File: src/design/scba_pkg.sv
// shared types, constants and helper functions of the size class bitmap allocator
package scba_pkg;

   localparam int SLOTS_PER_CLASS  = 65536;
   localparam int BITMAP_WORD_BITS = 64;
   localparam int NUM_CLASSES      = 4;
   localparam int GROUPS_PER_CLASS = 16;
   localparam int LEAF_WORDS       = BITMAP_WORD_BITS * BITMAP_WORD_BITS;
   localparam int SLOT_W           = 16;

   localparam logic [7:0] MAX_SIDES = 8'd32;

   localparam logic MODE_ALLOC = 1'b0;
   localparam logic MODE_FREE  = 1'b1;

   localparam logic [8:0] SLOT_BYTES_0 = 9'd92;
   localparam logic [8:0] SLOT_BYTES_1 = 9'd156;
   localparam logic [8:0] SLOT_BYTES_2 = 9'd220;
   localparam logic [8:0] SLOT_BYTES_3 = 9'd284;

   localparam logic [25:0] CLASS_BASE_1 = 26'(SLOTS_PER_CLASS * SLOT_BYTES_0);
   localparam logic [25:0] CLASS_BASE_2 = 26'(SLOTS_PER_CLASS * (SLOT_BYTES_0 + SLOT_BYTES_1));
   localparam logic [25:0] CLASS_BASE_3 =
      26'(SLOTS_PER_CLASS * (SLOT_BYTES_0 + SLOT_BYTES_1 + SLOT_BYTES_2));
   localparam logic [25:0] POOL_BYTES =
      26'(SLOTS_PER_CLASS * (SLOT_BYTES_0 + SLOT_BYTES_1 + SLOT_BYTES_2 + SLOT_BYTES_3));

   // floor(2^32 / slot size), good for a one-step correction on 25-bit dividends
   localparam logic [25:0] RECIP_0 = 26'((64'd1 << 32) / 64'(SLOT_BYTES_0));
   localparam logic [25:0] RECIP_1 = 26'((64'd1 << 32) / 64'(SLOT_BYTES_1));
   localparam logic [25:0] RECIP_2 = 26'((64'd1 << 32) / 64'(SLOT_BYTES_2));
   localparam logic [25:0] RECIP_3 = 26'((64'd1 << 32) / 64'(SLOT_BYTES_3));

   typedef enum logic [1:0] {
      STATUS_OK,
      STATUS_BAD_SIDES,
      STATUS_EXHAUSTED,
      STATUS_OUTSIDE
   } status_type;

   typedef struct packed {
      logic clear_step;
      logic capture;
      logic alloc_top;
      logic alloc_leaf;
      logic alloc_write;
      logic free_class;
      logic free_mul;
      logic free_prod;
      logic free_slot;
      logic free_read;
      logic free_write;
      logic load_rsp;
   } cmd_type;

   typedef struct packed {
      logic clear_done;
      logic bad_sides;
      logic exhausted;
      logic outside;
      logic rsp_free;
   } stat_type;

   function automatic logic [8:0] slot_bytes(input logic [1:0] c);
      logic [8:0] r;
      unique case (c)
         2'd0: r = SLOT_BYTES_0;
         2'd1: r = SLOT_BYTES_1;
         2'd2: r = SLOT_BYTES_2;
         default: r = SLOT_BYTES_3;
      endcase
      return r;
   endfunction

   function automatic logic [25:0] class_base(input logic [1:0] c);
      logic [25:0] r;
      unique case (c)
         2'd0: r = '0;
         2'd1: r = CLASS_BASE_1;
         2'd2: r = CLASS_BASE_2;
         default: r = CLASS_BASE_3;
      endcase
      return r;
   endfunction

   function automatic logic [25:0] recip(input logic [1:0] c);
      logic [25:0] r;
      unique case (c)
         2'd0: r = RECIP_0;
         2'd1: r = RECIP_1;
         2'd2: r = RECIP_2;
         default: r = RECIP_3;
      endcase
      return r;
   endfunction

   // index of the lowest set bit, via isolate-and-encode
   function automatic logic [5:0] lowest_set(input logic [63:0] v);
      logic [63:0] iso;
      logic [5:0]  idx;
      iso = v & (~v + 64'd1);
      idx = '0;
      for (int i = 0; i < BITMAP_WORD_BITS; i++) begin
         if (iso[i]) idx = idx | 6'(i);
      end
      return idx;
   endfunction

   // reset contents of leaf word m of a group at position g4 inside its class
   function automatic logic [63:0] leaf_reset_word(input logic [3:0] g4, input logic [5:0] m);
      int first;
      logic [63:0] w;
      first = int'(g4) * LEAF_WORDS + int'(m) * BITMAP_WORD_BITS;
      if (first >= SLOTS_PER_CLASS) w = '0;
      else if (SLOTS_PER_CLASS - first >= BITMAP_WORD_BITS) w = '1;
      else w = (64'd1 << (SLOTS_PER_CLASS - first)) - 64'd1;
      return w;
   endfunction

   function automatic logic [63:0] mid_reset_word(input logic [3:0] g4);
      logic [63:0] w;
      w = '0;
      for (int m = 0; m < BITMAP_WORD_BITS; m++) begin
         w[m] = (leaf_reset_word(g4, 6'(m)) != '0);
      end
      return w;
   endfunction

   function automatic logic [63:0] top_reset_word();
      logic [63:0] w;
      w = '0;
      for (int g = 0; g < BITMAP_WORD_BITS; g++) begin
         w[g] = (mid_reset_word(4'(g)) != '0);
      end
      return w;
   endfunction

   localparam logic [63:0] TOP_RESET = top_reset_word();

endpackage

File: src/design/scba_ctrl.sv
// sequencer of the allocator: clearing pass, allocate and free step sequences
module scba_ctrl import scba_pkg::*; (
   input  logic     clock,
   input  logic     reset,
   input  logic     req_valid,
   input  logic     req_mode,
   input  stat_type stat,
   output cmd_type  cmd,
   output logic     req_stall
);

   typedef enum logic [3:0] {
      ST_CLEAR,
      ST_IDLE,
      ST_A_TOP,
      ST_A_LEAF,
      ST_A_WRITE,
      ST_F_CLASS,
      ST_F_MUL,
      ST_F_PROD,
      ST_F_SLOT,
      ST_F_READ,
      ST_F_WRITE,
      ST_DONE
   } state_type;

   state_type state_ff, state_in;
   logic      req_stall_ff, req_stall_in;

   always_comb begin
      state_in = state_ff;
      cmd      = '0;
      unique case (state_ff)
         ST_CLEAR: begin
            cmd.clear_step = 1'b1;
            if (stat.clear_done) state_in = ST_IDLE;
         end
         ST_IDLE: begin
            if (req_valid) begin
               cmd.capture = 1'b1;
               state_in    = (req_mode == MODE_FREE) ? ST_F_CLASS : ST_A_TOP;
            end
         end
         ST_A_TOP: begin
            cmd.alloc_top = 1'b1;
            state_in = (stat.bad_sides || stat.exhausted) ? ST_DONE : ST_A_LEAF;
         end
         ST_A_LEAF: begin
            cmd.alloc_leaf = 1'b1;
            state_in = ST_A_WRITE;
         end
         ST_A_WRITE: begin
            cmd.alloc_write = 1'b1;
            state_in = ST_DONE;
         end
         ST_F_CLASS: begin
            cmd.free_class = 1'b1;
            state_in = stat.outside ? ST_DONE : ST_F_MUL;
         end
         ST_F_MUL: begin
            cmd.free_mul = 1'b1;
            state_in = ST_F_PROD;
         end
         ST_F_PROD: begin
            cmd.free_prod = 1'b1;
            state_in = ST_F_SLOT;
         end
         ST_F_SLOT: begin
            cmd.free_slot = 1'b1;
            state_in = ST_F_READ;
         end
         ST_F_READ: begin
            cmd.free_read = 1'b1;
            state_in = ST_F_WRITE;
         end
         ST_F_WRITE: begin
            cmd.free_write = 1'b1;
            state_in = ST_DONE;
         end
         ST_DONE: begin
            if (stat.rsp_free) begin
               cmd.load_rsp = 1'b1;
               state_in = ST_IDLE;
            end
         end
         default: state_in = ST_CLEAR;
      endcase
      req_stall_in = (state_in != ST_IDLE);
   end

   always_ff @(posedge clock) begin
      if (reset) begin
         state_ff     <= ST_CLEAR;
         req_stall_ff <= 1'b1;
      end else begin
         state_ff     <= state_in;
         req_stall_ff <= req_stall_in;
      end
   end

   assign req_stall = req_stall_ff;

endmodule

File: config.mk
export PLATFORM = sky130hd
export DESIGN_NAME = scba_ctrl
export DESIGN_NICKNAME = d
export VERILOG_FILES = /design/src/design/scba_pkg.sv /design/src/design/scba_ctrl.sv
export SDC_FILE = /design/constraint.sdc
export NUM_CORES = 1
export LEC_CHECK = 0
export ABC_AREA = 0
export BUFFER_PORTS_ARGS = -buffer_cell sky130_fd_sc_hd__buf_2
export CAP_MARGIN = 20
export CORE_AREA = 2 2 39 41
export DETAILED_ROUTE_END_ITERATION = 16
export DIE_AREA = 0 0 41 43
export GPL_TIMING_DRIVEN = 0
export PLACE_DENSITY_LB_ADDON = 0.15
export SLEW_MARGIN = 20
export SYNTH_ARGS = -nofsm -noshare
export SYNTH_HDL_FRONTEND = slang
export SYNTH_SLANG_ARGS = --single-unit
File: constraint.sdc
create_clock -name clock -period 1.3 [get_ports clock]
set_input_delay 0.26 -clock clock [delete_from_list [all_inputs] [get_ports clock]]
set_output_delay 0.26 -clock clock [all_outputs]
set_load 0.02 [all_outputs]
==> out/summary.json, run 1 <==
{
  "antenna-diode-count": {"value": 0},
  "initial_antenna_violation_count": {"value": 0},
  "detail_route.first_pass.iterations": {"value": 4},
  "grt_first_pass_wirelength": {"value": 2140, "unit": "um"},
  "num_ports": {"value": 22},
  "p_total": {"value": 0.00197, "unit": "W"},
  "internal_power": {"value": 0.00104, "unit": "W"},
  "rsz0062_at_grt": {"value": "true"},
  "vdd_drop_max": {"value": 1.25, "unit": "mV"},
  "timing.final.ws_setup": {"value": -0.199, "unit": "ns"},
  "synth_top_area_cell": {"value": "dfxtp_1"},
  "async_flop_share": {"value": 0, "unit": "%"},
  "number_of_max_cap_violations": {"value": 0},
  "drt_first_iter_violations": {"value": 5},
  "post_synth_instance_area": {"value": 419, "unit": "sq um"},
  "slew_of_the_pin_with_the_lowest_slew_margin": {"value": 0.303, "unit": "ns"},
  "synth-edff-count": {"value": 0},
  "drc_errors": {"value": 0},
  "failed_checks": {"value": "negative setup slack"},
  "cts_hold_repair.buffers": {"value": 0},
  "vias": {"value": 544},
  "clk_path_buf_depth": {"value": 2},
  "post_drt_via_cell_ratio": {"value": 4.90},
  "worstPathRequired": {"value": 1.04, "unit": "ns"},
  "power.density": {"value": 2410, "unit": "mW/mm^2"},
  "gr-total-overflow": {"value": 0},
  "post_route_cells_drive_above_1_share": {"value": 67.4, "unit": "%"},
  "ys_top_cells_by_area": {"value": "dfxtp_1 24%, nor2_1 9.0%, nor3_1 7.2%, a21oi_1 4.8%, or3b_2 4.2%"},
  "power_spent_charging_and_discharging_nets": {"value": 0.000929, "unit": "W"},
  "largest_net_degree_at_the_start_of_global_routing": {"value": 9},
  "p_clk_share": {"value": 9.2, "unit": "%"},
  "timing.final.hold_violations": {"value": 0},
  "clk-insertion-delay-late": {"value": 0.24, "unit": "ns"},
  "power.share.switching": {"value": 47.1, "unit": "%"},
  "mostFrequentLayoutCell": {"value": "buf_4"},
  "gp_routability_congestion": {"value": 0.821},
  "worstSetupStartpointType": {"value": "register"},
  "power.static_leakage": {"value": 0.365, "unit": "nW"},
  "core_region_area": {"value": 0.00138, "unit": "sq mm"},
  "final.setup_skew": {"value": 0.00545, "unit": "ns"},
  "sequentialPowerShare": {"value": 15.3, "unit": "%"},
  "fp-row-count": {"value": 14},
  "clk_pin_slew": {"value": 0.05, "unit": "ns"},
  "worst_slew_margin_rel": {"value": 79.7, "unit": "%"},
  "slew_violations": {"value": 0},
  "worstHoldPathType": {"value": "in -> reg"},
  "syn_to_final_growth": {"value": 95.5, "unit": "%"},
  "numCtsBuffers": {"value": 3},
  "ys_seq_elements": {"value": 5},
  "finish.net_count": {"value": 105},
  "syn-mean-instance-area": {"value": 6.87, "unit": "sq um"},
  "critical_path_arrival": {"value": 1.24, "unit": "ns"},
  "htree_levels": {"value": 1},
  "path_max_fanout": {"value": 7},
  "period_utilization_post_route": {"value": 115, "unit": "%"},
  "proportion_of_netlist_area_held_by_the_largest_area_contributor": {"value": 23.9, "unit": "%"},
  "place.detailed.hpwl": {"value": 903, "unit": "um"},
  "syn-num-nets": {"value": 70},
  "dp_worst_setup_slack": {"value": -0.194, "unit": "ns"},
  "status": {"value": "complete, but fails checks"},
  "yosysWarnings": {"value": 0},
  "cp-end-kind": {"value": "primary output"},
  "clockRootBuffer": {"value": "clkbuf_4"},
  "drt.antenna.violating_nets": {"value": 0},
  "utilization_of_the_core_after_routing": {"value": 59.2, "unit": "%"},
  "tritoncts_clock_tree": {"value": "done"},
  "initial_utilization": {"value": 30.3, "unit": "%"},
  "max_clock_freq": {"value": 667, "unit": "MHz"},
  "wl_per_instance": {"value": 12.2, "unit": "um"},
  "die-area": {"value": 0.00176, "unit": "sq mm"},
  "setup.worst_path.class": {"value": "reg -> out"},
  "vias_in_the_first_global_route": {"value": 507},
  "die_y": {"value": 43, "unit": "um"},
  "port_buffers": {"value": 21},
  "clock_sink_count": {"value": 5},
  "period_needed": {"value": 1.50, "unit": "ns"},
  "totalWireLength": {"value": 1350, "unit": "um"},
  "yosys.cell_types.count": {"value": 30},
  "netlist_instances": {"value": 61},
  "seq_area_frac_synth": {"value": 23.9, "unit": "%"},
  "comb_power_share": {"value": 75.5, "unit": "%"},
  "finalSetupViolations": {"value": 14},
  "floorplan.die.width": {"value": 41, "unit": "um"},
  "grtUsageTotal": {"value": 17.6, "unit": "%"},
  "commonest_cells_after_routing_fill_and_taps_aside": {"value": "15 x buf_4, 9 x buf_6, 9 x buf_2, 5 x nor3_2, 5 x nor2_1"},
  "ys_dominant_reg_cell": {"value": "dfxtp_1"},
  "fin_hold_ws": {"value": 0.196, "unit": "ns"}
}
what timing repair did:
item                       in CTS  in global routing
pin swaps                       7                  7
resized for setup              38                  7
setup buffers                   9                  0
setup endpoints to repair      16                 15
registers in the layout (all words and copies together), names as in the netlist:
name,flops
state_ff,4
req_stall,1
synth_stat cells (2+ instances only):
cell type,n
a21oi_1,4
dfxtp_1,5
inv_1,4
nand2_1,4
nand2b_1,2
nor2_1,10
nor3_1,6
o21ai_0,3
or3b_2,2
logic make-up (layout without fill, tap and decap cells):
| family | after synthesis | in the layout | synth area share, % |
|---|---|---|---|
| AO/OA/AOI/OAI | 16 | 16 | 26.3 |
| buffers and inverters | 8 | 42 | 9.25 |
| AND/OR/NAND/NOR | 31 | 31 | 38.5 |
| XOR/XNOR | 1 | 1 | 2.09 |
| flip-flops | 5 | 5 | 23.9 |
through the flow:
step / instance area, sq um / std cells / setup TNS [ns]
after global placement: 588 / 98 / -1.29
after CTS: 791 / 111 / -2.20
after detailed placement: 588 / 98 / -1.54
after floorplan: 463 / 61 / -0.238
final: 820 / 111 / -1.89
after global routing: 820 / 111 / -2.82
power by group through the flow:
stage               combinational, W  clock [W]  sequential [W]
floorplan                   0.000851          0        0.000271
global placement             0.00108          0        0.000281
detailed placement           0.00108          0        0.000280
CTS                          0.00142   0.000190        0.000294
global route                 0.00161   0.000203        0.000309
finish                       0.00149   0.000181        0.000302
area by class of cell:
type | instances | area, sq um
fillers | 129 | 564
multi-input cells | 48 | 378
inverters | 4 | 15.0
flip-flops and latches | 5 | 108
well taps | 16 | 20.0
repair buffers | 30 | 225
plain buffers | 4 | 47.5
clock buffers | 4 | 26.3
final timing paths:
check                   start          end  slack [ns]  depth (start not counted)
setup reg to reg  state_ff[2]    req_stall       -0.14                          6
hold / removal          reset  state_ff[0]        0.20                          2
hold reg to reg   state_ff[3]  state_ff[0]        0.62                          3
setup / recovery  state_ff[3]      cmd[10]       -0.20                          4
metal layers:
| metal | part of all wire [%] | GRT usage (%) | up-vias |
|---|---|---|---|
| met5 | 0 | 0 | - |
| met4 | 0 | 10.7 | 0 |
| met3 | 4.0 | 3.14 | 0 |
| met2 | 55 | 28.7 | 20 |
| met1 | 41 | 19.7 | 244 |
| li1 | - | - | 280 |
worst max-delay path, cell delays in order (launching register included):
cell and delay (ns):
dfxtp_4 0.35, or2_1 0.21, buf_6 0.14, nor3_2 0.14
buf_4 0.16
Note: power is estimated with default switching activity, not from simulation.
==> run 2, diff against run 1 <==
--- a/config.mk
+++ b/config.mk
@@ -12,7 +12,6 @@
 export DETAILED_ROUTE_END_ITERATION = 16
 export DIE_AREA = 0 0 41 43
 export GPL_TIMING_DRIVEN = 0
-export PLACE_DENSITY_LB_ADDON = 0.15
 export SLEW_MARGIN = 20
 export SYNTH_ARGS = -nofsm -noshare
 export SYNTH_HDL_FRONTEND = slang
==> out/summary.json, run 2 (synthesis results as in run 1) <==
{
  "status": {"value": "complete, but fails checks"},
  "failed_checks": {"value": "negative setup slack"},
  "grtUsageTotal": {"value": 14.6, "unit": "%"},
  "die-area": {"value": 0.00176, "unit": "sq mm"},
  "totalWireLength": {"value": 1250, "unit": "um"},
  "floorplan.die.width": {"value": 41, "unit": "um"},
  "utilization_of_the_core_after_routing": {"value": 54.2, "unit": "%"},
  "period_needed": {"value": 1.51, "unit": "ns"},
  "slew_of_the_pin_with_the_lowest_slew_margin": {"value": 0.308, "unit": "ns"},
  "final.setup_skew": {"value": 0.00188, "unit": "ns"},
  "period_utilization_post_route": {"value": 116, "unit": "%"},
  "use_met3": {"value": 1.57, "unit": "%"},
  "regMostFlops": {"value": "state_ff"},
  "finalSetupViolations": {"value": 14},
  "setup_tns": {"value": -1.97, "unit": "ns"},
  "cp-end-kind": {"value": "primary output"},
  "grt_first_pass_wirelength": {"value": 1730, "unit": "um"},
  "drt.antenna.violating_nets": {"value": 0},
  "p_clk_share": {"value": 9.5, "unit": "%"},
  "clk_path_buf_depth": {"value": 2},
  "largest_net_degree_at_the_start_of_global_routing": {"value": 11},
  "antenna-diode-count": {"value": 0},
  "power.share.switching": {"value": 47.5, "unit": "%"},
  "htree_levels": {"value": 1},
  "finish.net_count": {"value": 100},
  "initial_utilization": {"value": 30.3, "unit": "%"},
  "largest_register_ff_count": {"value": 4},
  "mostFrequentLayoutCell": {"value": "buf_4"},
  "worstHoldPathType": {"value": "in -> reg"},
  "fin_hold_ws": {"value": 0.201, "unit": "ns"},
  "clk-insertion-delay-late": {"value": 0.24, "unit": "ns"},
  "die_y": {"value": 43, "unit": "um"},
  "timing.final.ws_setup": {"value": -0.205, "unit": "ns"},
  "drc_errors": {"value": 0},
  "commonest_cells_after_routing_fill_and_taps_aside": {"value": "13 x buf_4, 10 x buf_2, 6 x nor2_1, 5 x buf_6, 5 x nor3_2"},
  "grt.met1_usage": {"value": 17.4, "unit": "%"},
  "gp_routability_congestion": {"value": 0.727},
  "clk_pin_slew": {"value": 0.04, "unit": "ns"},
  "global_route.usage.met2": {"value": 22.8, "unit": "%"},
  "power.density": {"value": 2440, "unit": "mW/mm^2"},
  "num_ports": {"value": 22},
  "gr-total-overflow": {"value": 0},
  "worst_slew_margin_rel": {"value": 79.4, "unit": "%"},
  "slew_violations": {"value": 0},
  "wl_per_instance": {"value": 11.8, "unit": "um"},
  "numCtsBuffers": {"value": 3},
  "core_region_area": {"value": 0.00138, "unit": "sq mm"},
  "worstPathRequired": {"value": 1.04, "unit": "ns"},
  "number_of_max_cap_violations": {"value": 0},
  "sequentialPowerShare": {"value": 16.3, "unit": "%"},
  "clockRootBuffer": {"value": "clkbuf_4"},
  "tritoncts_clock_tree": {"value": "done"},
  "initial_antenna_violation_count": {"value": 0},
  "vias_in_the_first_global_route": {"value": 419},
  "setup.worst_path.class": {"value": "reg -> out"},
  "drt_first_iter_violations": {"value": 0},
  "internal_power": {"value": 0.000959, "unit": "W"},
  "power.static_leakage": {"value": 0.328, "unit": "nW"},
  "worstSetupStartpointType": {"value": "register"},
  "syn_to_final_growth": {"value": 78.8, "unit": "%"},
  "post_drt_via_cell_ratio": {"value": 4.91},
  "critical_path_arrival": {"value": 1.25, "unit": "ns"},
  "busiest_layer": {"value": "met2"},
  "post_layout_nonfiller_instances": {"value": 106},
  "port_buffers": {"value": 21},
  "post_route_cells_drive_above_1_share": {"value": 63.3, "unit": "%"},
  "comb_power_share": {"value": 74.1, "unit": "%"},
  "place.detailed.instances": {"value": 98},
  "path_max_fanout": {"value": 7},
  "timing.final.hold_violations": {"value": 0},
  "vdd_drop_max": {"value": 1.04, "unit": "mV"},
  "rsz0062_at_grt": {"value": "true"},
  "detail_route.first_pass.iterations": {"value": 1},
  "place.detailed.hpwl": {"value": 855, "unit": "um"},
  "fp-row-count": {"value": 14},
  "n_fill_cell": {"value": 145},
  "power_spent_charging_and_discharging_nets": {"value": 0.000867, "unit": "W"},
  "vias": {"value": 520},
  "clock_sink_count": {"value": 5},
  "max_clock_freq": {"value": 664, "unit": "MHz"}
}
-- run 2: cell types whose count changed in the layout (fill, tap and decap cells not counted), moves of 2 or more --
cell	change
inv_2	-2
inv_1	+2
buf_4	-2
buf_6	-4
-- run 2: per-layer routing --
layer | up-vias | routed length, um
li1 | 272 | -
met1 | 225 | 519
met2 | 19 | 648
met3 | 4 | 61
met4 | 0 | 24
met5 | - | 0
-- run 2: timing repair --
item                                   in CTS  in global routing
pin swaps                                   9                  7
setup endpoints to repair                  16                 15
endpoints found under the hold margin       0                  0
resized for setup                          27                  8
setup buffers                               3                  1
hold buffers                                0                  0
-- run 2: cell type report --
type	count	area, sq um	area share, %
inverter	4	15.0	2.00
tap	16	20.0	2.67
multi-input combinational	48	362	48.2
buffer	4	48.8	6.51
clock buffer	4	26.3	3.51
timing repair buffer	25	170	22.7
sequential	5	108	14.4
-- run 2: power by group through the flow --
stage | logic [W] | registers [W] | clock network (W)
after global routing | 0.00146 | 0.000307 | 0.000190
after CTS | 0.00129 | 0.000294 | 0.000185
after detailed placement | 0.00107 | 0.000280 | 0
after floorplan | 0.000851 | 0.000271 | 0
after global placement | 0.00107 | 0.000283 | 0
final | 0.00135 | 0.000298 | 0.000174
-- run 2: path summary, 6_finish.rpt --
kind,start,endpoint,slack [ns],cells after the start
max,state_ff[3],cmd[10],-0.21,4
min reg2reg,state_ff[3],state_ff[1],0.62,2
max reg2reg,state_ff[0],req_stall,-0.11,5
min,reset,state_ff[0],0.20,2
-- run 2: worst max-delay path, stage by stage (launching register included) --
cell,delay (ns)
dfxtp_4,0.35
or2_1,0.22
buf_6,0.14
nor3_2,0.14
buf_4,0.16
-- run 2: per-stage QoR --
step | power [W] | setup WS (ns) | instance area, sq um
2_1_floorplan | 0.00112 | -0.0538 | 463
3_3_place_gp | 0.00135 | -0.171 | 588
3_5_place_dp | 0.00135 | -0.184 | 588
4_1_cts | 0.00177 | -0.226 | 712
5_1_grt | 0.00196 | -0.263 | 749
6_report | 0.00183 | -0.205 | 749
